--- src/matrix_vector_multiply_macros.svh ---
// Assertion macros used by the matrix-vector multiply back end.
`ifndef MATRIX_VECTOR_MULTIPLY_MACROS_SVH
`define MATRIX_VECTOR_MULTIPLY_MACROS_SVH

// Check that a condition holds in the same cycle as its trigger.
`define MVM_ASSERT_IMPL(lbl, ante, cons, msg) \
	lbl: assert property (@(posedge clk) disable iff (!arst_n) (ante) |-> (cons)) \
		else $error(msg);

// Check that a condition holds in the cycle after its trigger.
`define MVM_ASSERT_NEXT(lbl, ante, cons, msg) \
	lbl: assert property (@(posedge clk) disable iff (!arst_n) (ante) |=> (cons)) \
		else $error(msg);

`endif

--- src/mvm_pkg.sv ---
// Types and constants shared by the matrix-vector multiply modules.
package mvm_pkg;

	localparam int IDX_W     = 6;
	localparam int VAL_W     = 32;
	localparam int CNT_W     = 7;
	localparam int ROW_LIMIT = 64;
	localparam int CMD_DEPTH = 4;
	localparam int RES_DEPTH = 2;

	localparam logic [VAL_W-1:0] Q_MAX = 32'h7FFF_FFFF;
	localparam logic [VAL_W-1:0] Q_MIN = 32'h8000_0000;

	typedef enum logic [1:0] {
		CMD_WR_MAT  = 2'd0,
		CMD_WR_VEC  = 2'd1,
		CMD_COMPUTE = 2'd2
	} cmd_t;

	typedef enum logic [1:0] {
		OP_WR_MAT,
		OP_WR_VEC,
		OP_COMPUTE
	} op_kind_t;

	typedef enum logic {
		CFG_ROW_COUNT = 1'b0,
		CFG_COL_COUNT = 1'b1
	} cfg_reg_t;

	typedef enum logic {
		ST_IDLE,
		ST_RUN
	} seq_state_t;

	typedef struct packed {
		op_kind_t                kind;
		logic [IDX_W-1:0]        row;
		logic [IDX_W-1:0]        col;
		logic signed [VAL_W-1:0] value;
	} op_t;

	typedef struct packed {
		logic [IDX_W-1:0]        row;
		logic signed [VAL_W-1:0] value;
		logic                    saturated;
		logic                    last;
	} res_t;

endpackage

--- src/mvm_fifo.sv ---
// Small register FIFO used for the command queue and the result queue.
module mvm_fifo #(
	parameter int WIDTH = 8,
	parameter int DEPTH = 2
) (
	input  logic             clk,
	input  logic             arst_n,
	input  logic             push,
	input  logic [WIDTH-1:0] wdata,
	output logic             full,
	input  logic             pop,
	output logic [WIDTH-1:0] rdata,
	output logic             empty
);

	localparam int PTR_W = (DEPTH > 1) ? $clog2(DEPTH) : 1;
	localparam int CNT_W = $clog2(DEPTH + 1);

	logic [WIDTH-1:0] mem_q [DEPTH];
	logic [PTR_W-1:0] wr_ptr_q;
	logic [PTR_W-1:0] rd_ptr_q;
	logic [CNT_W-1:0] count_q;
	logic             do_push;
	logic             do_pop;

	assign full    = (count_q == CNT_W'(DEPTH));
	assign empty   = (count_q == '0);
	assign do_push = push && !full;
	assign do_pop  = pop && !empty;
	assign rdata   = mem_q[rd_ptr_q];

	// Store the pushed entry
	always_ff @(posedge clk) begin
		if (do_push) begin
			mem_q[wr_ptr_q] <= wdata;
		end
	end

	// Advance pointers and occupancy
	always_ff @(posedge clk or negedge arst_n) begin
		if (!arst_n) begin
			wr_ptr_q <= '0;
			rd_ptr_q <= '0;
			count_q  <= '0;
		end else begin
			if (do_push) begin
				wr_ptr_q <= (wr_ptr_q == PTR_W'(DEPTH - 1)) ? '0 : wr_ptr_q + 1'b1;
			end
			if (do_pop) begin
				rd_ptr_q <= (rd_ptr_q == PTR_W'(DEPTH - 1)) ? '0 : rd_ptr_q + 1'b1;
			end
			if (do_push && !do_pop) begin
				count_q <= count_q + 1'b1;
			end else if (do_pop && !do_push) begin
				count_q <= count_q - 1'b1;
			end
		end
	end

endmodule

--- src/mvm_front.sv ---
// Front end: accepts input items, decodes them and queues the operations.
module mvm_front #(
	parameter int MAX_DIM = 64
) (
	input  logic                           clk,
	input  logic                           arst_n,
	input  logic                           push,
	output logic                           full,
	input  logic [1:0]                     command,
	input  logic [mvm_pkg::IDX_W-1:0]      row,
	input  logic [mvm_pkg::IDX_W-1:0]      col,
	input  logic signed [mvm_pkg::VAL_W-1:0] value,
	output logic                           op_empty,
	input  logic                           op_pop,
	output mvm_pkg::op_t                   op
);

	import mvm_pkg::*;

	logic                q_full;
	logic                keep;
	op_t                 dec_op;
	logic [$bits(op_t)-1:0] q_rdata;

	// Classify the item; drop codes with no meaning and writes outside the stores
	always_comb begin
		keep         = 1'b0;
		dec_op.kind  = OP_COMPUTE;
		dec_op.row   = row;
		dec_op.col   = col;
		dec_op.value = value;
		case (command)
			CMD_WR_MAT: begin
				dec_op.kind = OP_WR_MAT;
				keep        = (int'(row) < MAX_DIM) && (int'(col) < MAX_DIM);
			end
			CMD_WR_VEC: begin
				dec_op.kind = OP_WR_VEC;
				keep        = (int'(col) < MAX_DIM);
			end
			CMD_COMPUTE: begin
				dec_op.kind = OP_COMPUTE;
				keep        = 1'b1;
			end
			default: begin
				keep = 1'b0;
			end
		endcase
	end

	assign full = q_full;

	mvm_fifo #(
		.WIDTH ($bits(op_t)),
		.DEPTH (CMD_DEPTH)
	) u_cmd_q (
		.clk    (clk),
		.arst_n (arst_n),
		.push   (push && keep),
		.wdata  (dec_op),
		.full   (q_full),
		.pop    (op_pop),
		.rdata  (q_rdata),
		.empty  (op_empty)
	);

	assign op = op_t'(q_rdata);

endmodule

--- config.mk ---
export PLATFORM = sky130hd
export DESIGN_NAME = mvm_front
export DESIGN_NICKNAME = d
export VERILOG_FILES = /design/src/matrix_vector_multiply_macros.svh /design/src/mvm_pkg.sv /design/src/mvm_fifo.sv /design/src/mvm_front.sv
export SDC_FILE = /design/constraint.sdc
export NUM_CORES = 1
export LEC_CHECK = 0
export BUFFER_PORTS_ARGS = -buffer_cell sky130_fd_sc_hd__buf_2
export CAP_MARGIN = 20
export CELL_PAD_IN_SITES_DETAIL_PLACEMENT = 1
export CELL_PAD_IN_SITES_GLOBAL_PLACEMENT = 1
export CORE_UTILIZATION = 31
export DETAILED_ROUTE_END_ITERATION = 8
export PLACE_DENSITY_LB_ADDON = 0.2
export SYNTH_ARGS = -nofsm -noshare
export SYNTH_HDL_FRONTEND = slang
export SYNTH_SLANG_ARGS = --single-unit
--- constraint.sdc ---
create_clock -name clk -period 2.5 [get_ports clk]
set_input_delay 0.125 -clock clk [delete_from_list [all_inputs] [get_ports clk]]
set_output_delay 0.125 -clock clk [all_outputs]
set_load 0.01 [all_outputs]
* Word-level counts from Yosys, hierarchy flattened *
Memories as Yosys holds them, arrays and structs flattened.
Cells that the tools add are included.

word-level totals
  register bits after elaboration = 7
  bits in writable memories = 184
  bits of input ports = 50
  output and inout bits = 48
  logic and storage cells = 34
  memories kept = 1

memory list
  memory         depth  bits a word  rd ports  clocked after Yosys merged registers in  write ports  line            source
  u_cmd_q.mem_q  4      46           1         0                                        1            mvm_fifo.sv:19  logic [WIDTH-1:0] mem_q [DEPTH];

cells by class
  $add $sub $neg = 4
  equal/unequal tests = 5
  muxes and demuxes = 8
  reduce and logical (&&, ||, !) cells = 13

operator list
  kind                                                                   count
  2-bit equality test, second input constant                             3
  3-bit 2-to-1 mux                                                       2
  1-bit logical AND                                                      5
  2-bit by 1-bit adder with 2-bit output, second input constant          2
  1-bit zero test                                                        4
  2-bit 2-to-1 mux                                                       2
  2-bit one-hot mux with 2 select lines                                  1
  3-bit by 1-bit adder with 3-bit output, second input constant          1
  3-bit equality test, second input constant                             1
  3-bit zero test                                                        1
  1-bit 2-to-1 mux                                                       3
  3-bit OR reduction                                                     1
  3-bit by 1-bit subtractor with 3-bit output, second input constant     1
  2-bit by 1-bit equality test with 1-bit output, second input constant  1
  2-bit zero test                                                        1
  2-bit nonzero test                                                     1

* Longest topological paths before layout *
  word-level depth = 9
  mapped depth = 8
  depth with buffers taken out = 8

* Hierarchy *
Synthesis repeated with hierarchy kept, for this count alone.

unflattened totals
  cells, all modules = 280
  area, all modules = 7120.6 um2

modules (own cells, without submodules)
  module     instances  cells an instance  area an instance (um2)  sequential area each (um2)
  mvm_fifo   1          277                7099.3                  5700.5
  mvm_front  1          3                  21.3                    0.0

* Worst setup path after synthesis *
No wires, ideal clock.

  path kind = register to register
  start = register u_cmd_q.count_q[2]
  end = memory u_cmd_q.mem_q[3][0] in the netlist's numbering (enable)
  library setup time = 0.408 ns
  data arrival time = 2.014 ns
  data required time = 2.092 ns
  slack = 0.078 ns
  cell stages (with the launch flop) = 4
  path buffers = 0
  period minus slack after synthesis = 2.422 ns
  cell sequence = dfrtp_1 -> nor3b_2 -> a211oi_4 -> and2_1

between the ends
  cells in the longest elaborated chain, start to end = 5

RTL lines
  what                                    line            source
  start: declaration                      mvm_fifo.sv:22  logic [CNT_W-1:0] count_q;
  start signal: assignment                mvm_fifo.sv:53  count_q <= count_q + 1'b1;
  start signal: assignment                mvm_fifo.sv:55  count_q <= count_q - 1'b1;
  3-bit equality test                     mvm_fifo.sv:26  assign full = (count_q == CNT_W'(DEPTH));
  via full                                mvm_front.sv:8  output logic full,
  1-bit zero test                         mvm_fifo.sv:28  assign do_push = push && !full;
  1-bit logical AND                       mvm_fifo.sv:28
  via u_cmd_q.do_push                     mvm_fifo.sv:23  logic do_push;
  1-bit 2-to-1 mux                        mvm_fifo.sv:34  if (do_push) begin
  1-bit 2-to-1 mux (not written as such)  mvm_fifo.sv:35  mem_q[wr_ptr_q] <= wdata;
  end: declaration                        mvm_fifo.sv:19

The timed path passes the listed nets, and every way through them passes these cells.

* Worst setup path after layout *
  start = register u_cmd_q.count_q[2]
  end = register u_cmd_q.count_q[2]

between the ends
  cells in the longest elaborated chain, start to end = 6
  elaborated cells between the ends (all ways) = 15
  those cells by class = 2 x add/sub; 1 x eq/ne; 2 x mux; 10 x reduce/logical

RTL lines
  what                          line            source
  3-bit equality test *         mvm_fifo.sv:26
  1-bit zero test *             mvm_fifo.sv:28
  1-bit logical AND *           mvm_fifo.sv:28
  via u_cmd_q.do_push           mvm_fifo.sv:23
  1-bit zero test               mvm_fifo.sv:54  end else if (do_pop && !do_push) begin
  1-bit logical AND             mvm_fifo.sv:54
  2-bit nonzero test (no line)  n/a

The timed path passes the listed nets; every way through them passes the cells marked *. The select of a mux whose other input is x is not followed.
A chain may end at the register's enable or synchronous reset.

==> results.cfg <==
[run_status]
status = finished, final reports clean

[logic_synthesis]
yosysUniqueCellTypes = 23
synth.area.top_cells = edfxtp_1 (78%), mux4_2 (15%), dfrtp_1 (2.5%)
synthCells = 279
synth.avg_cell_area_um2 = 25.43
synth_seq_cells = 191
synth_top_area_cell = edfxtp_1
synth_area_um2 = 7096
ys_warn_count = 0
syn-num-nets = 336
yosysSeqAreaShare_pct = 80.34
yosysTopAreaCellShare_pct = 77.87

[place]
port_buffers = 97
gp_congestion = 0.6960
place_area_um2 = 8005
place_hpwl_um = 8273

[setup_path]
crit_path_cell_trace = nor3b_2 -> a211oi_4 -> ha_1 -> inv_1 -> fa_1 -> xor2_1 -> nor2_1 -> xor2_1
critPathArrivalTime_ps = 2520
slowest_stage = dfrtp_1
critPathTopFamily = adder cells
start_kind = register
max_stage_delay_ps = 430
worst-path-stages = 8
critical_path_class = register to register
required_ps = 2850
end_kind = register
reg2reg_depth = 8
worst_path_most_repeated_cell = xor2_1
cp_max_fo = 7
reg2reg_slack_ps = 330
crit_buf_inv = 1

[clocking]
cts.sinks = 191
clock-root-buffer = clkbuf_16
cts_buffers = 17
clk_pin_slew_ps = 70
cts_resized = 0
post_cts_buffers = 0
cts_tree = done
cts_max_level = 4
clk_latency_ps = 420
clockBufferDepth = 2
cts_hold_buf = 46

[power_and_ir_drop]
p_total_mw = 9.665
powerDensity_nw_per_um2 = 1071
p_leak_nw = 3.097
ir_worst_vdd_uv = 560.0

[layout]
utilization_pct = 40.72
fin_area_um2 = 9024
syn_to_final_growth_pct = 27.17
final_nets = 499
nFillCells = 2140
diodes = 0
drive_gt1_share_pct = 43.39

[sta]
hold_slack_ps = 56.94
final-hold-violation-count = 0
rsz0062_at_grt = false
finalMaxSlewViolations = 0
setup_tns_ps = 0
clock.fmax_mhz = 460.2
setup_viol = 0
finalClockSkew_ps = 5.934
post-route-min-period_ps = 2173
max_slew_margin_pct = 73.62
finalCritPeriodShare_pct = 86.92
tightest_slew_ps = 395.7

[die]
core_um2 = 22160
fp.dieH_um = 153.3
die_width_um = 153.3
initial_core_util_pct = 32.02
rows = 54
io-pin-count = 98
die_area_um2 = 23500

[global_route]
antenna_found_initial = 0
grt_pass1_vias = 3748
overflow = 0
grt_max_degree = 31
grtUsageTotal_pct = 12.43
grt_pass1_wl_um = 21190

[routing]
wire_per_inst_um = 18.74
drtPass1Iterations = 4
drt-initial-drc-count = 119
antenna_left = 0
route.detailed.drc = 0
vias_per_cell = 4.548
vias = 3338
drt_wl_total_um = 13760

[flow_run]
maxCapViolCount = 0

[worst_hold_path]
hp-class = input port to async pin
[sequential cells by signal, summed over array words and instances, names as in the netlist]
register and count:
u_cmd_q.mem_q 184, u_cmd_q.rd_ptr_q 2, u_cmd_q.wr_ptr_q 2, u_cmd_q.count_q 3
[cells in the final DEF (no fill, tap or decap), types with 3 or more instances in the layout]
master           n
and2_2           4
buf_12           4
buf_2           97
buf_4            8
clkbuf_16       17
clkinv_2         3
clkinvlp_4       4
dfrtp_1          5
dlygate4sd3_1   46
edfxtp_1       184
ha_1             6
inv_1            3
inv_6            4
mux4_2          46
[power breakdown]
group / internal, mW / leakage, nW / switching [mW]
registers: 4.08 / 1.76 / 0.187
logic: 1.37 / 1.07 / 1.48
clock network: 1.39 / 0.266 / 1.17
[per-layer routing]
| metal | vias to the layer above | track usage (%) | routed length (um) |
|---|---|---|---|
| met2 | 72 | 20.61 | 6897 |
| met1 | 1748 | 15.33 | 6173 |
| met4 | 0 | 4.618 | 157 |
| met5 | - | 0 | 0 |
| li1 | 1503 | - | - |
| met3 | 15 | 3.743 | 529 |
[metrics by stage]
stage	worst slack [ps]	instances
CTS	288.1	734
finish	326.9	734
detailed placement	300.0	657
global placement	408.1	657
floorplan	77.75	279
global route	126.7	734
[cell families after synthesis]
| group | Yosys count | synth area share, % |
|---|---|---|
| mux | 50 | 15.24 |
| compound gates | 3 | 0.5643 |
| flops | 191 | 80.34 |
| buf+inv | 15 | 1.287 |
| xor+xnor | 3 | 0.3704 |
| fa+ha+maj | 7 | 1.340 |
| simple gates | 10 | 0.8641 |
[worst reg2reg max path: stages (launching register included)]
cell and delay, ps:
dfrtp_1 430, nor3b_2 200, a211oi_4 310, ha_1 270, inv_1 70, fa_1 370, xor2_1 160, nor2_1 120
xor2_1 160
[path summary, 6_finish.rpt]
kind                                                start                         endpoint
max                        u_cmd_q.count_q[2]$_DFFE_PN0P_   u_cmd_q.count_q[2]$_DFFE_PN0P_
min                                                arst_n   u_cmd_q.count_q[0]$_DFFE_PN0P_
max reg2reg                u_cmd_q.count_q[2]$_DFFE_PN0P_   u_cmd_q.count_q[2]$_DFFE_PN0P_
min reg2reg                u_cmd_q.count_q[2]$_DFFE_PN0P_   u_cmd_q.count_q[2]$_DFFE_PN0P_
max in group asynchronous                          arst_n  u_cmd_q.rd_ptr_q[0]$_DFFE_PN0P_
min in group clk                                   op_pop  u_cmd_q.rd_ptr_q[0]$_DFFE_PN0P_
[synth_stat cells]
cell type and n:
a211oi_4 1, a21o_1 1, and2_1 4, buf_2 4
buf_4 2, buf_6 3, clkbuf_1 2, clkinv_1 1
dfrtp_1 7, edfxtp_1 184, fa_1 1, ha_1 6
inv_1 3, mux2_1 2, mux2_2 2, mux4_2 46
nor2_1 2, nor2b_1 1, nor3_1 2, nor3b_2 1
o31ai_2 1, xnor2_1 1, xor2_1 2
[layout make-up]
class | count | area, um2 | area share, %
clock buffers | 17 | 425.4 | 4.714
clock inverters | 14 | 132.6 | 1.470
inverters | 4 | 15.01 | 0.1664
multi-input cells | 73 | 1309 | 14.50
flip-flops and latches | 191 | 5705 | 63.23
well taps | 280 | 350.3 | 3.882
repair buffers | 155 | 1086 | 12.04
(Power assumes the default switching activity.)
