### config.mk
export PLATFORM = sky130hd
export DESIGN_NAME = mvm_fifo
export DESIGN_NICKNAME = d
export VERILOG_FILES = /design/src/matrix_vector_multiply_macros.svh /design/src/mvm_fifo.sv
export SDC_FILE = /design/constraint.sdc
export NUM_CORES = 1
export LEC_CHECK = 0
export BUFFER_PORTS_ARGS = -buffer_cell sky130_fd_sc_hd__buf_4
export CAP_MARGIN = 5
export CORE_MARGIN = 2
export CORE_UTILIZATION = 40
export CTS_CLUSTER_DIAMETER = 120
export DETAILED_ROUTE_END_ITERATION = 6
export GPL_ROUTABILITY_DRIVEN = 0
export PLACE_DENSITY = 0.73
export SLEW_MARGIN = 20
export SYNTH_ARGS = -nofsm -noshare
export SYNTH_HDL_FRONTEND = slang
export SYNTH_SLANG_ARGS = --single-unit
### constraint.sdc
create_clock -name clk -period 2.6 [get_ports clk]
set_input_delay 0.52 -clock clk [delete_from_list [all_inputs] [get_ports clk]]
set_output_delay 0.52 -clock clk [all_outputs]
set_load 0.01 [all_outputs]
### src/matrix_vector_multiply_macros.svh
// Assertion macros used by the matrix-vector multiply back end.
`ifndef MATRIX_VECTOR_MULTIPLY_MACROS_SVH
`define MATRIX_VECTOR_MULTIPLY_MACROS_SVH

// Check that a condition holds in the same cycle as its trigger.
`define MVM_ASSERT_IMPL(lbl, ante, cons, msg) \
	lbl: assert property (@(posedge clk) disable iff (!arst_n) (ante) |-> (cons)) \
		else $error(msg);

// Check that a condition holds in the cycle after its trigger.
`define MVM_ASSERT_NEXT(lbl, ante, cons, msg) \
	lbl: assert property (@(posedge clk) disable iff (!arst_n) (ante) |=> (cons)) \
		else $error(msg);

`endif

### src/mvm_fifo.sv
// Small register FIFO used for the command queue and the result queue.
module mvm_fifo #(
	parameter int WIDTH = 8,
	parameter int DEPTH = 2
) (
	input  logic             clk,
	input  logic             arst_n,
	input  logic             push,
	input  logic [WIDTH-1:0] wdata,
	output logic             full,
	input  logic             pop,
	output logic [WIDTH-1:0] rdata,
	output logic             empty
);

	localparam int PTR_W = (DEPTH > 1) ? $clog2(DEPTH) : 1;
	localparam int CNT_W = $clog2(DEPTH + 1);

	logic [WIDTH-1:0] mem_q [DEPTH];
	logic [PTR_W-1:0] wr_ptr_q;
	logic [PTR_W-1:0] rd_ptr_q;
	logic [CNT_W-1:0] count_q;
	logic             do_push;
	logic             do_pop;

	assign full    = (count_q == CNT_W'(DEPTH));
	assign empty   = (count_q == '0);
	assign do_push = push && !full;
	assign do_pop  = pop && !empty;
	assign rdata   = mem_q[rd_ptr_q];

	// Store the pushed entry
	always_ff @(posedge clk) begin
		if (do_push) begin
			mem_q[wr_ptr_q] <= wdata;
		end
	end

	// Advance pointers and occupancy
	always_ff @(posedge clk or negedge arst_n) begin
		if (!arst_n) begin
			wr_ptr_q <= '0;
			rd_ptr_q <= '0;
			count_q  <= '0;
		end else begin
			if (do_push) begin
				wr_ptr_q <= (wr_ptr_q == PTR_W'(DEPTH - 1)) ? '0 : wr_ptr_q + 1'b1;
			end
			if (do_pop) begin
				rd_ptr_q <= (rd_ptr_q == PTR_W'(DEPTH - 1)) ? '0 : rd_ptr_q + 1'b1;
			end
			if (do_push && !do_pop) begin
				count_q <= count_q + 1'b1;
			end else if (do_pop && !do_push) begin
				count_q <= count_q - 1'b1;
			end
		end
	end

endmodule

# After elaboration in Yosys (flattened, before gate mapping)
# Memory sizes are Yosys's and may differ from the RTL's.
# Index checks and enable logic that the tools add are counted.
dict set report totals {
  register_bits 4
  latch_bits 0
  ramBits 16
  mem_bits_ro 0
  in_bits 12
  output_inout_bits 10
  elab_cells 25
  n_memories 1
}
dict set report classes {
  add_sub_neg 4
  multipliers 0
  div 0
  n_lt_le_gt_ge 0
  eq_ne 1
  shift 0
  mux 6
  bitwise 0
  n_reduce_logical 10
}
# memory words width read_ports rd_ports_with_merged_regs wr line_no
set memory_table {}
lappend memory_table {mem_q 2 8 1 0 1 mvm_fifo.sv:19} ;# logic [WIDTH-1:0] mem_q [DEPTH];
# operator count
set ops {}
lappend ops {{$logic_and 1x1->1} 4}
lappend ops {{$logic_not 1->1} 4}
lappend ops {{$mux 1} 4}
lappend ops {{$mux 2} 2}
lappend ops {{$add 1x1->1 const B} 2}
lappend ops {{$add 2x1->2 const B} 1}
lappend ops {{$eq 2x2->1 const B} 1}
lappend ops {{$logic_not 2->1} 1}
lappend ops {{$reduce_bool 2->1} 1}
lappend ops {{$sub 2x1->2 const B} 1}

# Logic depth before layout (Yosys ltp)
# Gate-level depths: netlist (run 1).
dict set report depth {
  depth_word 7
  depth_mapped 7
  depth_no_buf 7
}

# Least setup slack after synthesis (run 1)
# OpenSTA, ideal clock, no wires.
dict set report synth_timing {
  path_kind {register to register}
  from {register count_q[0]}
  to {memory mem_q[0][0] (enable)}
  setup_ps 370
  arrival_time_ps 1022
  t_required_ps 2230
  slack_ps 1208
  stages_incl_launch_ff 4
  path_buffers 0
  synth_period_minus_slack_ps 1392
  cell_sequence {dfrtp_1 -> nand2b_1 -> nand2_2 -> nor2_1}
}
dict set report synth_via {
  elab_chain_cells 5
}
# element line_no
set synth_lines {}
lappend synth_lines {{from (decl)} mvm_fifo.sv:22} ;# logic [CNT_W-1:0] count_q;
lappend synth_lines {{from (signal assigned)} mvm_fifo.sv:53} ;# count_q <= count_q + 1'b1;
lappend synth_lines {{from (signal assigned)} mvm_fifo.sv:55} ;# count_q <= count_q - 1'b1;
lappend synth_lines {{$eq 2x2->1} mvm_fifo.sv:26} ;# assign full = (count_q == CNT_W'(DEPTH));
lappend synth_lines {{$logic_not 1->1} mvm_fifo.sv:28} ;# assign do_push = push && !full;
lappend synth_lines {{$logic_and 1x1->1} mvm_fifo.sv:28}
lappend synth_lines {{$mux 1} mvm_fifo.sv:34} ;# if (do_push) begin
lappend synth_lines {{$mux 1 (implied by the code)} mvm_fifo.sv:35} ;# mem_q[wr_ptr_q] <= wdata;
lappend synth_lines {{to (decl)} mvm_fifo.sv:19}
# Every way passes these cells.

# Final worst setup path (run 1)
dict set report layout_timing {
  from {register rd_ptr_q}
  to {output rdata[7]}
}
dict set report layout_via {
  elab_chain_cells 1
}
# element line_no
set layout_lines {}
lappend layout_lines {{from (decl)} mvm_fifo.sv:21} ;# logic [PTR_W-1:0] rd_ptr_q;
lappend layout_lines {{from (signal assigned)} mvm_fifo.sv:50} ;# rd_ptr_q <= (rd_ptr_q == PTR_W'(DEPTH - 1)) ? '0 : rd_ptr_q + 1'b1;
lappend layout_lines {{$mem_v2 2x8} -}
lappend layout_lines {{to (decl)} mvm_fifo.sv:12} ;# output logic [WIDTH-1:0] rdata,
# Every way passes these cells.

==> insert_results.sql, run 1 <==
INSERT INTO impl_metrics (metric_group, metric, value, unit) VALUES
('grt', 'grt_overflow', '0', ''),
('routing', 'via_total_after_detailed_routing', '427', ''),
('clock_network', 'cts.htree.levels', '1', ''),
('critical_path', 'start_kind', 'flip-flop', ''),
('clock_network', 'clk_latency', '290', 'ps'),
('synth', 'yosys.area_share.adder', '0.0160', ''),
('synth', 'synth_area_per_cell', '17.8', 'sq um'),
('synth', 'yosys.cell_types.count', '15', ''),
('synth', 'synth_mux_area_frac', '0.115', ''),
('sta', 'final_min_period_over_clock_period', '0.746', ''),
('pwr', 'vdd_drop_max', '677', 'uV'),
('floorplan', 'floorplan.rows', '15', ''),
('sta', 'grt_setup_unrepaired', 'no', ''),
('floorplan', 'num_io_pins', '22', ''),
('floorplan', 'vert_die_dim', '48.2', 'um'),
('sta', 'finalClockSkew', '3.65', 'ps'),
('synth', 'synthCells', '44', ''),
('place', 'numPortBuffers', '21', ''),
('routing', 'drtPass1Iterations', '4', ''),
('final_layout', 'final_net_count', '83', ''),
('floorplan', 'die_w', '48.2', 'um'),
('critical_path', 'crit_start', 'rd_ptr_q', ''),
('final_layout', 'utilization', '0.577', ''),
('pwr', 'power.leakage', '0.424', 'nW'),
('synth', 'ys_warn_count', '0', ''),
('routing', 'routed_wl', '1160', 'um'),
('synth', 'largest_family_of_logic_cells_by_synthesized_area', 'multiplexers', ''),
('critical_path', 'worst-endpoint-required', '2080', 'ps'),
('sta', 'drv_slew', '0', ''),
('final_layout', 'multi_input_area', '189', 'sq um'),
('critical_path', 'r2r-start', 'count_q[0]', ''),
('min_path', 'hold_path.startpoint', 'wdata[5]', ''),
('final_layout', 'area_growth_syn_to_layout', '31.5', '%'),
('critical_path', 'timing.critical_path.to_type', 'primary output', ''),
('grt', 'grt_max_degree', '13', ''),
('routing', 'drt_first_iter_violations', '5', ''),
('grt', 'initial_antenna_violation_count', '0', ''),
('synth', 'syn-num-nets', '57', ''),
('sta', 'timing.final.hold_violations', '0', ''),
('sta', 'aggregate_negative_setup_slack', '0', 'ps'),
('synth', 'sequential_element_share_of_the_synthesized_area', '0.742', ''),
('clock_network', 'cts.sinks', '20', ''),
('floorplan', 'core_area', '1780', 'sq um'),
('sta', 'maximum_clock_frequency', '516', 'MHz'),
('clock_network', 'cts-root-to-sink-buffers', '2', ''),
('sta', 'worst_slew_pin_slew', '636', 'ps'),
('synth', 'post_synth_xor_area_fraction', '0.0656', ''),
('sta', 'final_number_of_setup_violating_endpoints', '0', ''),
('synth', 'synth_compound_gate_area_share', '0.00640', ''),
('place', 'dp.final_hpwl', '879', 'um'),
('pwr', 'report.power.total', '1.13', 'mW'),
('final_layout', 'diodes', '0', ''),
('final_layout', 'register_area', '581', 'sq um'),
('floorplan', 'effective_utilization_at_floorplan', '0.439', ''),
('routing', 'routed_len_inst', '12.3', 'um'),
('synth', 'synth_seq_cells', '20', ''),
('min_path', 'worst_hold_path.num_cells', '1', ''),
('sta', 'finalWorstPathRequiredPeriod', '1940', 'ps'),
('clock_network', 'cts.repair_timing.setup_buffer_count', '0', ''),
('clock_network', 'cts.clk_slew.worst_paths', '110', 'ps'),
('pwr', 'power.density', '1100', 'nW/um^2'),
('grt', 'first_pass_grt_wire_length', '1740', 'um'),
('min_path', 'worstHoldPathType', 'input port to flip-flop', ''),
('outcome', 'status', 'finished, final reports clean', ''),
('synth', 'post_synth_and_or_nand_nor_area_fraction', '0.0384', ''),
('floorplan', 'dieArea', '2320', 'sq um'),
('routing', 'remaining_drc_errors', '0', ''),
('critical_path', 'worst_r2r_path_depth', '3', ''),
('sta', 'max_slew_margin', '0.574', ''),
('synth', 'mapped_cell_area', '782', 'sq um'),
('flow_run', 'drv.max_cap_violation_count', '0', ''),
('routing', 'via_per_instance_ratio', '4.54', ''),
('final_layout', 'fill_cells', '150', ''),
('final_layout', 'drive_gt1_frac', '0.420', ''),
('critical_path', 'crit_path_max_fanout', '9', ''),
('clock_network', 'tritoncts_buffers', '3', ''),
('grt', 'first_global_vias', '399', ''),
('critical_path', 'path_class', 'flip-flop to primary output', ''),
('routing', 'ant_nets', '0', ''),
('clock_network', 'clock_tree.root_cell', 'clkbuf_4', ''),
('critical_path', 'worst-endpoint-arrival', '1420', 'ps'),
('grt', 'grt_usage', '0.117', ''),
('clock_network', 'tritoncts', 'built', '');
==> cell type report <==
cell class / count / area share
flip-flops and latches: 20 / 0.564
well taps: 25 / 0.0304
inverters: 2 / 0.00730
multi-input cells: 21 / 0.184
repair buffers: 22 / 0.163
clock inverters: 1 / 0.0292
clock buffers: 3 / 0.0219
==> worst paths after layout <==
kind	to	slack, ps
hold / removal	mem_q[1][5]	400
hold reg to reg	wr_ptr_q	530
min in group asynchronous	wr_ptr_q	530
setup reg to reg	mem_q[0][0]	1040
max in group asynchronous	rd_ptr_q	1970
setup / recovery	rdata[7]	660
==> logic make-up (layout without fill, tap and decap cells) <==
logic type	count (synthesis)	in the layout
DFF	20	20
muxes	8	8
and+or+nand+nor	6	6
xor gates and xnor gates	5	5
buffers and inverters	3	28
adders and majority gates	1	1
AOI/OAI and AO/OA	1	1
==> power breakdown <==
part,leakage [nW],switching (mW),internal [mW]
Clock,0.0279,0.0920,0.156
Sequential,0.195,0.0709,0.448
Combinational,0.200,0.159,0.206
==> worst max-delay path, cell delays in order (launching register included) <==
cell	delay, ps
dfrtp_1	600
mux2_2	390
buf_4	140
==> per-layer routing <==
metal,track usage,routed length [um]
met1,0.131,448
met2,0.192,615
met3,0.0407,85
met4,0.0649,6
met5,0,0
==> state kept, by name (all words and copies together) (netlist names) <==
register,cells
count_q,2
mem_q,16
rd_ptr_q,1
wr_ptr_q,1
==> timing repair <==
item                                   CTS  global route
resized for setup                        0             0
endpoints found under the hold margin    4             0
hold buffers                             1             0
==> metrics by stage <==
| step | instances | instance area, sq um | setup WS [ps] | hold slack, ps |
|---|---|---|---|---|
| after floorplan | 44 | 782 | 1210 | 224 |
| after global placement | 89 | 966 | 989 | 320 |
| after detailed placement | 89 | 966 | 976 | 320 |
| after CTS | 94 | 1030 | 636 | 391 |
| after global routing | 94 | 1030 | 578 | 381 |
| final | 94 | 1030 | 660 | 401 |
==> Yosys cell counts <==
cell type / number / share of area
and3_1: 1 / 0.0080
buf_2: 1 / 0.0064
dfrtp_1: 4 / 0.13
edfxtp_1: 16 / 0.61
ha_1: 1 / 0.016
inv_1: 2 / 0.0096
mux2_1: 6 / 0.086
mux2_2: 2 / 0.029
nand2_2: 1 / 0.0080
nand2b_1: 1 / 0.0080
nor2_1: 3 / 0.014
o21ai_1: 1 / 0.0064
xnor2_1: 2 / 0.022
xnor2_2: 1 / 0.021
xor2_1: 2 / 0.022
==> layout by cell type (no fill, tap or decap) <==
| cell | n |
|---|---|
| o21ai_1 | 1 |
| xor2_1 | 2 |
| dlygate4sd3_1 | 1 |
| buf_4 | 21 |
| xnor2_2 | 1 |
| nand2b_1 | 1 |
| mux2_2 | 2 |
| inv_1 | 2 |
| nor2_1 | 3 |
| edfxtp_1 | 16 |
| and3_1 | 1 |
| clkbuf_4 | 3 |
| mux2_1 | 6 |
| bufinv_16 | 1 |
| ha_1 | 1 |
| xnor2_1 | 2 |
| dfrtp_1 | 4 |
| nand2_2 | 1 |
Note: power is estimated with default switching activity, not from simulation.
==> run 2, diff against run 1 <==
==> constraint.sdc (replaced) <==
create_clock -name clk -period 1.85 [get_ports clk]
set_input_delay 0.37 -clock clk [delete_from_list [all_inputs] [get_ports clk]]
set_output_delay 0.37 -clock clk [all_outputs]
set_load 0.01 [all_outputs]
==> run 2 against run 1 <==
Clock skew shrank 2.4 ps. Clock power shrank 4%. Flip-flop and latch count is the same. Core utilization shrank 0.42 points. Sequential share of layout area grew 0.54 points. Critical endpoint is now rdata[2]. Largest cell class unchanged. Largest power group unchanged.
==> insert_results.sql, run 2 (same netlist as run 1, synthesis figures left out) <==
INSERT INTO impl_metrics (metric_group, metric, value, unit) VALUES
('outcome', 'status', 'finished, final reports clean', ''),
('floorplan', 'floorplan.rows', '15', ''),
('critical_path', 'crit_chain', 'mux2_2 -> buf_4', ''),
('clock_network', 'tritoncts_buffers', '3', ''),
('sta', 'worst_slew_pin_slew', '393', 'ps'),
('grt', 'grt_max_degree', '12', ''),
('sta', 'drv_slew', '0', ''),
('pwr', 'power.switching', '0.451', 'mW'),
('clock_network', 'cts.clk_slew.worst_paths', '100', 'ps'),
('routing', 'drt_first_iter_violations', '1', ''),
('clock_network', 'clk_latency', '280', 'ps'),
('final_layout', 'mostFrequentLayoutCell', 'buf_4', ''),
('sta', 'final_number_of_setup_violating_endpoints', '0', ''),
('place', 'pre_cts_ws', '385', 'ps'),
('critical_path', 'timing.critical_path.to_type', 'primary output', ''),
('sta', 'timing.final.hold_violations', '0', ''),
('critical_path', 'crit_path_max_fanout', '9', ''),
('final_layout', 'fill_cells', '148', ''),
('final_layout', 'multi_input_area', '189', 'sq um'),
('sta', 'final_min_period_over_clock_period', '0.897', ''),
('pwr', 'vdd_drop_max', '825', 'uV'),
('sta', 'finalClockSkew', '1.29', 'ps'),
('place', 'inst_count_dp', '90', ''),
('floorplan', 'effective_utilization_at_floorplan', '0.439', ''),
('final_layout', 'area_growth_syn_to_layout', '30.6', '%'),
('clock_network', 'clock_tree.root_cell', 'clkbuf_4', ''),
('routing', 'via_total_after_detailed_routing', '428', ''),
('critical_path', 'start_kind', 'flip-flop', ''),
('sta', 'setup_slack', '190', 'ps'),
('pwr', 'power.leakage', '0.421', 'nW'),
('flow_run', 'drv.max_cap_violation_count', '0', ''),
('routing', 'drtPass1Iterations', '2', ''),
('pwr', 'power.density', '1470', 'nW/um^2'),
('final_layout', 'final_net_count', '84', ''),
('final_layout', 'finalNonFillerCells', '95', ''),
('routing', 'routed_wl', '1150', 'um'),
('floorplan', 'num_io_pins', '22', ''),
('pwr', 'clockPowerShare', '0.158', ''),
('pwr', 'internal_power', '1.05', 'mW'),
('grt', 'global_route.usage.met2', '0.176', ''),
('grt', 'first_global_vias', '390', ''),
('routing', 'remaining_drc_errors', '0', ''),
('grt', 'grt_usage', '0.104', ''),
('critical_path', 'worst-endpoint-arrival', '1290', 'ps'),
('final_layout', 'diodes', '0', ''),
('sta', 'finalWorstPathRequiredPeriod', '1660', 'ps'),
('critical_path', 'crit_path_max_incr_delay', '500', 'ps'),
('place', 'placedInstanceArea', '973', 'sq um'),
('clock_network', 'tritoncts', 'built', ''),
('floorplan', 'core_area', '1780', 'sq um'),
('routing', 'ant_nets', '0', ''),
('sta', 'grt_setup_unrepaired', 'no', ''),
('sta', 'maximum_clock_frequency', '602', 'MHz'),
('floorplan', 'die_w', '48.2', 'um'),
('final_layout', 'reg.largest.list', 'mem_q: 16 flops, count_q: 2 flops', ''),
('grt', 'first_pass_grt_wire_length', '1570', 'um'),
('grt', 'initial_antenna_violation_count', '0', ''),
('grt', 'grt_overflow', '0', ''),
('clock_network', 'cts-root-to-sink-buffers', '2', ''),
('grt', 'grt_util_met3', '0.0370', ''),
('final_layout', 'layout.cells.most_common_list', 'buf_4, edfxtp_1, mux2_1', ''),
('floorplan', 'vert_die_dim', '48.2', 'um'),
('sta', 'aggregate_negative_setup_slack', '0', 'ps'),
('final_layout', 'largest_register_ffs', '16', ''),
('min_path', 'worstHoldPathType', 'input port to flip-flop', ''),
('final_layout', 'final_cell_area', '1020', 'sq um'),
('critical_path', 'path_class', 'flip-flop to primary output', ''),
('floorplan', 'dieArea', '2320', 'sq um'),
('sta', 'max_slew_margin', '0.738', ''),
('routing', 'via_per_instance_ratio', '4.51', ''),
('final_layout', 'register_area', '582', 'sq um'),
('final_layout', 'drive_gt1_frac', '0.443', ''),
('critical_path', 'slowest_stage', 'dfrtp_2', ''),
('pwr', 'pwr-share-seq', '0.487', ''),
('pwr', 'combinational_power_share', '0.355', ''),
('critical_path', 'worst-endpoint-required', '1480', 'ps'),
('grt', 'grt.met1_usage', '0.117', ''),
('routing', 'routed_len_inst', '12.1', 'um'),
('grt', 'gr-max-usage-layer', 'met2', ''),
('clock_network', 'cts.htree.levels', '1', ''),
('clock_network', 'cts.sinks', '20', ''),
('final_layout', 'top_register', 'mem_q', ''),
('pwr', 'switching_share', '0.300', ''),
('place', 'numPortBuffers', '21', '');
[run 2: what timing repair did]
action | in CTS | in global routing
endpoints found under the hold margin | 4 | 0
hold buffers | 1 | 0
endpoints found under the setup margin | 0 | 1
resized for setup | 0 | 1
buffers inserted | 0 | 0
[run 2: metrics by stage]
step	power, mW	hold slack (ps)	util
4_1_cts	1.51	260	0.572
3_5_place_dp	1.28	170	0.546
2_1_floorplan	1.04	74.4	-
3_3_place_gp	1.26	172	0.546
6_report	1.50	264	0.573
5_1_grt	1.59	246	0.573
[run 2: path summary, 6_finish.rpt]
path                       slack (ps)  startpoint  cells after the start     endpoint
max                               190    rd_ptr_q                      2     rdata[2]
min                               260    wdata[7]                      1  mem_q[0][7]
max reg2reg                       360  count_q[0]                      7   count_q[1]
min reg2reg                       520  count_q[1]                      1   count_q[1]
max in group asynchronous        1330      arst_n                      2     rd_ptr_q
min in group asynchronous         410      arst_n                      2   count_q[1]
[run 2: cell type report]
type / count / area share
Multi-Input combinational cell: 21 / 0.185
Sequential cell: 20 / 0.570
Inverter: 2 / 0.00735
Clock buffer: 4 / 0.0355
Tap cell: 25 / 0.0306
Timing Repair Buffer: 23 / 0.172
[run 2: power groups by stage]
stage / sequential (mW) / combinational, mW / clock (mW)
after floorplan: 0.686 / 0.355 / 0
after global placement: 0.730 / 0.528 / 0
after detailed placement: 0.738 / 0.538 / 0
after CTS: 0.729 / 0.543 / 0.243
after global routing: 0.751 / 0.581 / 0.262
final: 0.731 / 0.533 / 0.237
[run 2: worst max-delay path: cells and delay by family, from the launching register on]
family	cells	cell delay, ps
multiplexers	1	360
flip-flops	1	500
buffers and inverters	1	140
[run 2: routing by layer]
| layer | part of all wire | vias to the layer above |
|---|---|---|
| met5 | 0 | - |
| met4 | 0.0096 | 0 |
| met3 | 0.055 | 2 |
| met2 | 0.53 | 13 |
| met1 | 0.40 | 205 |
| li1 | - | 208 |
==> run 3, diff against run 2 <==
--- a/config.mk
+++ b/config.mk
@@ -7,12 +7,14 @@
 export LEC_CHECK = 0
 export BUFFER_PORTS_ARGS = -buffer_cell sky130_fd_sc_hd__buf_4
 export CAP_MARGIN = 5
+export CELL_PAD_IN_SITES_DETAIL_PLACEMENT = 1
+export CELL_PAD_IN_SITES_GLOBAL_PLACEMENT = 1
 export CORE_MARGIN = 2
 export CORE_UTILIZATION = 40
 export CTS_CLUSTER_DIAMETER = 120
 export DETAILED_ROUTE_END_ITERATION = 6
 export GPL_ROUTABILITY_DRIVEN = 0
-export PLACE_DENSITY = 0.73
+export PLACE_DENSITY = 0.84
 export SLEW_MARGIN = 20
 export SYNTH_ARGS = -nofsm -noshare
 export SYNTH_HDL_FRONTEND = slang
==> run 3 against run 2 <==
Fmax down 6.6%. Total power up 0.56%. First-iteration DRC count grew 100%. Clock skew hardly changed. Core utilization decreased by 0.070 points. Clock power up 3%. Clock-buffer cell count is the same. Largest cell class unchanged. Worst setup slack worse by 120 ps.
==> insert_results.sql, run 3 (same netlist as run 1, synthesis figures left out) <==
INSERT INTO impl_metrics (metric_group, metric, value, unit) VALUES
('outcome', 'status', 'finished, final reports clean', ''),
('grt', 'grt_usage', '0.125', ''),
('pwr', 'power.density', '1480', 'nW/um^2'),
('final_layout', 'mostFrequentLayoutCell', 'buf_4', ''),
('final_layout', 'reg.largest.list', 'mem_q: 16 flops, count_q: 2 flops', ''),
('floorplan', 'floorplan.rows', '15', ''),
('clock_network', 'clock_tree.root_cell', 'clkbuf_4', ''),
('clock_network', 'tritoncts', 'built', ''),
('pwr', 'power.switching', '0.462', 'mW'),
('critical_path', 'path_class', 'flip-flop to primary output', ''),
('final_layout', 'area_growth_syn_to_layout', '30.4', '%'),
('pwr', 'clockPowerShare', '0.162', ''),
('critical_path', 'crit_path_max_fanout', '9', ''),
('pwr', 'combinational_power_share', '0.357', ''),
('routing', 'drtPass1Iterations', '2', ''),
('sta', 'maximum_clock_frequency', '563', 'MHz'),
('final_layout', 'top_register', 'mem_q', ''),
('grt', 'first_pass_grt_wire_length', '1840', 'um'),
('routing', 'routed_len_inst', '13.3', 'um'),
('clock_network', 'post_cts_resize_count', '0', ''),
('final_layout', 'finalNonFillerCells', '95', ''),
('pwr', 'internal_power', '1.05', 'mW'),
('routing', 'drt_first_iter_violations', '2', ''),
('grt', 'grt_max_degree', '12', ''),
('clock_network', 'cts.htree.levels', '1', ''),
('final_layout', 'diodes', '0', ''),
('sta', 'max_slew_margin', '0.748', ''),
('sta', 'final_number_of_setup_violating_endpoints', '0', ''),
('sta', 'final_min_period_over_clock_period', '0.961', ''),
('grt', 'initial_antenna_violation_count', '0', ''),
('routing', 'remaining_drc_errors', '0', ''),
('sta', 'finalClockSkew', '1.33', 'ps'),
('routing', 'routed_wl', '1260', 'um'),
('pwr', 'vdd_drop_max', '776', 'uV'),
('sta', 'grt_setup_unrepaired', 'no', ''),
('final_layout', 'final_net_count', '84', ''),
('floorplan', 'core_area', '1780', 'sq um'),
('routing', 'ant_nets', '0', ''),
('pwr', 'power.leakage', '0.422', 'nW'),
('routing', 'via_per_instance_ratio', '4.68', ''),
('pwr', 'pwr-share-seq', '0.481', ''),
('sta', 'timing.final.hold_violations', '0', ''),
('final_layout', 'largest_register_ffs', '16', ''),
('place', 'dp.final_hpwl', '933', 'um'),
('min_path', 'worstHoldPathType', 'input port to flip-flop', ''),
('pwr', 'switching_share', '0.306', ''),
('sta', 'worst_slew_pin_slew', '379', 'ps'),
('critical_path', 'timing.critical_path.to_type', 'primary output', ''),
('critical_path', 'worst-endpoint-required', '1480', 'ps'),
('clock_network', 'cts-root-to-sink-buffers', '2', ''),
('grt', 'first_global_vias', '461', ''),
('sta', 'finalWorstPathRequiredPeriod', '1780', 'ps'),
('floorplan', 'effective_utilization_at_floorplan', '0.439', ''),
('critical_path', 'reg2reg_slack', '300', 'ps'),
('place', 'inst_count_dp', '90', ''),
('critical_path', 'worst-endpoint-arrival', '1410', 'ps'),
('clock_network', 'tritoncts_buffers', '3', ''),
('final_layout', 'drive_gt1_frac', '0.429', ''),
('place', 'numPortBuffers', '21', ''),
('sta', 'drv_slew', '0', ''),
('critical_path', 'start_kind', 'flip-flop', ''),
('floorplan', 'dieArea', '2320', 'sq um'),
('flow_run', 'drv.max_cap_violation_count', '0', ''),
('clock_network', 'clk_latency', '290', 'ps'),
('sta', 'aggregate_negative_setup_slack', '0', 'ps'),
('grt', 'grt_overflow', '0', ''),
('floorplan', 'vert_die_dim', '48.2', 'um'),
('routing', 'via_total_after_detailed_routing', '445', ''),
('floorplan', 'die_w', '48.2', 'um'),
('clock_network', 'cts.clk_slew.worst_paths', '100', 'ps'),
('clock_network', 'cts.sinks', '20', ''),
('floorplan', 'num_io_pins', '22', ''),
('final_layout', 'layout.cells.most_common_list', 'buf_4, edfxtp_1, mux2_1', '');
## run 3: cell types whose count changed in the layout (fill, tap and decap cells not counted)
cell and change:
dfrtp_1 +1, dfrtp_2 -1
## run 3: area by class of cell
cell class                 count  area [sq um]
fill                         181           763
sequential                    20           581
multi-input combinational     21           189
timing repair buffer          23           175
clock buffer                   4          36.3
tap                           25          31.3
inverter                       2          7.51
## run 3: metal layers
layer,GRT usage,vias to the layer above,part of all wire
met4,0.114,0,0.032
met2,0.226,15,0.50
met1,0.108,216,0.42
met5,0,-,0
met3,0.0370,4,0.047
li1,-,210,-
## run 3: critical path, cell delays in order (launching register included)
cell and delay, ps:
dfrtp_1 580, mux2_2 390, buf_4 140
## run 3: path summary, 6_finish.rpt
| path | startpoint | end | depth (start not counted) |
|---|---|---|---|
| setup / recovery | rd_ptr_q | rdata[2] | 2 |
| hold / removal | wdata[5] | mem_q[1][5] | 1 |
| setup reg to reg | count_q[0] | count_q[1] | 6 |
| hold reg to reg | wr_ptr_q | wr_ptr_q | 1 |
| max in group asynchronous | arst_n | count_q[1] | 2 |
| min in group asynchronous | arst_n | rd_ptr_q | 2 |
## run 3: power groups by stage
stage / logic (mW) / registers [mW] / clock network [mW]
2_1_floorplan: 0.355 / 0.686 / 0
5_1_grt: 0.588 / 0.744 / 0.269
3_5_place_dp: 0.550 / 0.739 / 0
6_report: 0.539 / 0.726 / 0.244
3_3_place_gp: 0.528 / 0.730 / 0
4_1_cts: 0.555 / 0.729 / 0.257
## run 3: through the flow
stage	hold WS, ps	instance area (sq um)	setup slack [ps]	utilization	power, mW
finish	253	1020	73.0	0.572	1.51
global route	228	1020	1.45	0.572	1.60
CTS	239	1020	50.0	0.572	1.54
detailed placement	170	973	327	0.546	1.29
global placement	171	973	381	0.546	1.26
floorplan	74.4	782	458	-	1.04
## run 3: repair_timing
item                                   4_1_cts  5_1_grt
setup endpoints to repair                    0        0
hold buffers                                 1        0
buffers inserted                             0        0
endpoints found under the hold margin        4        0
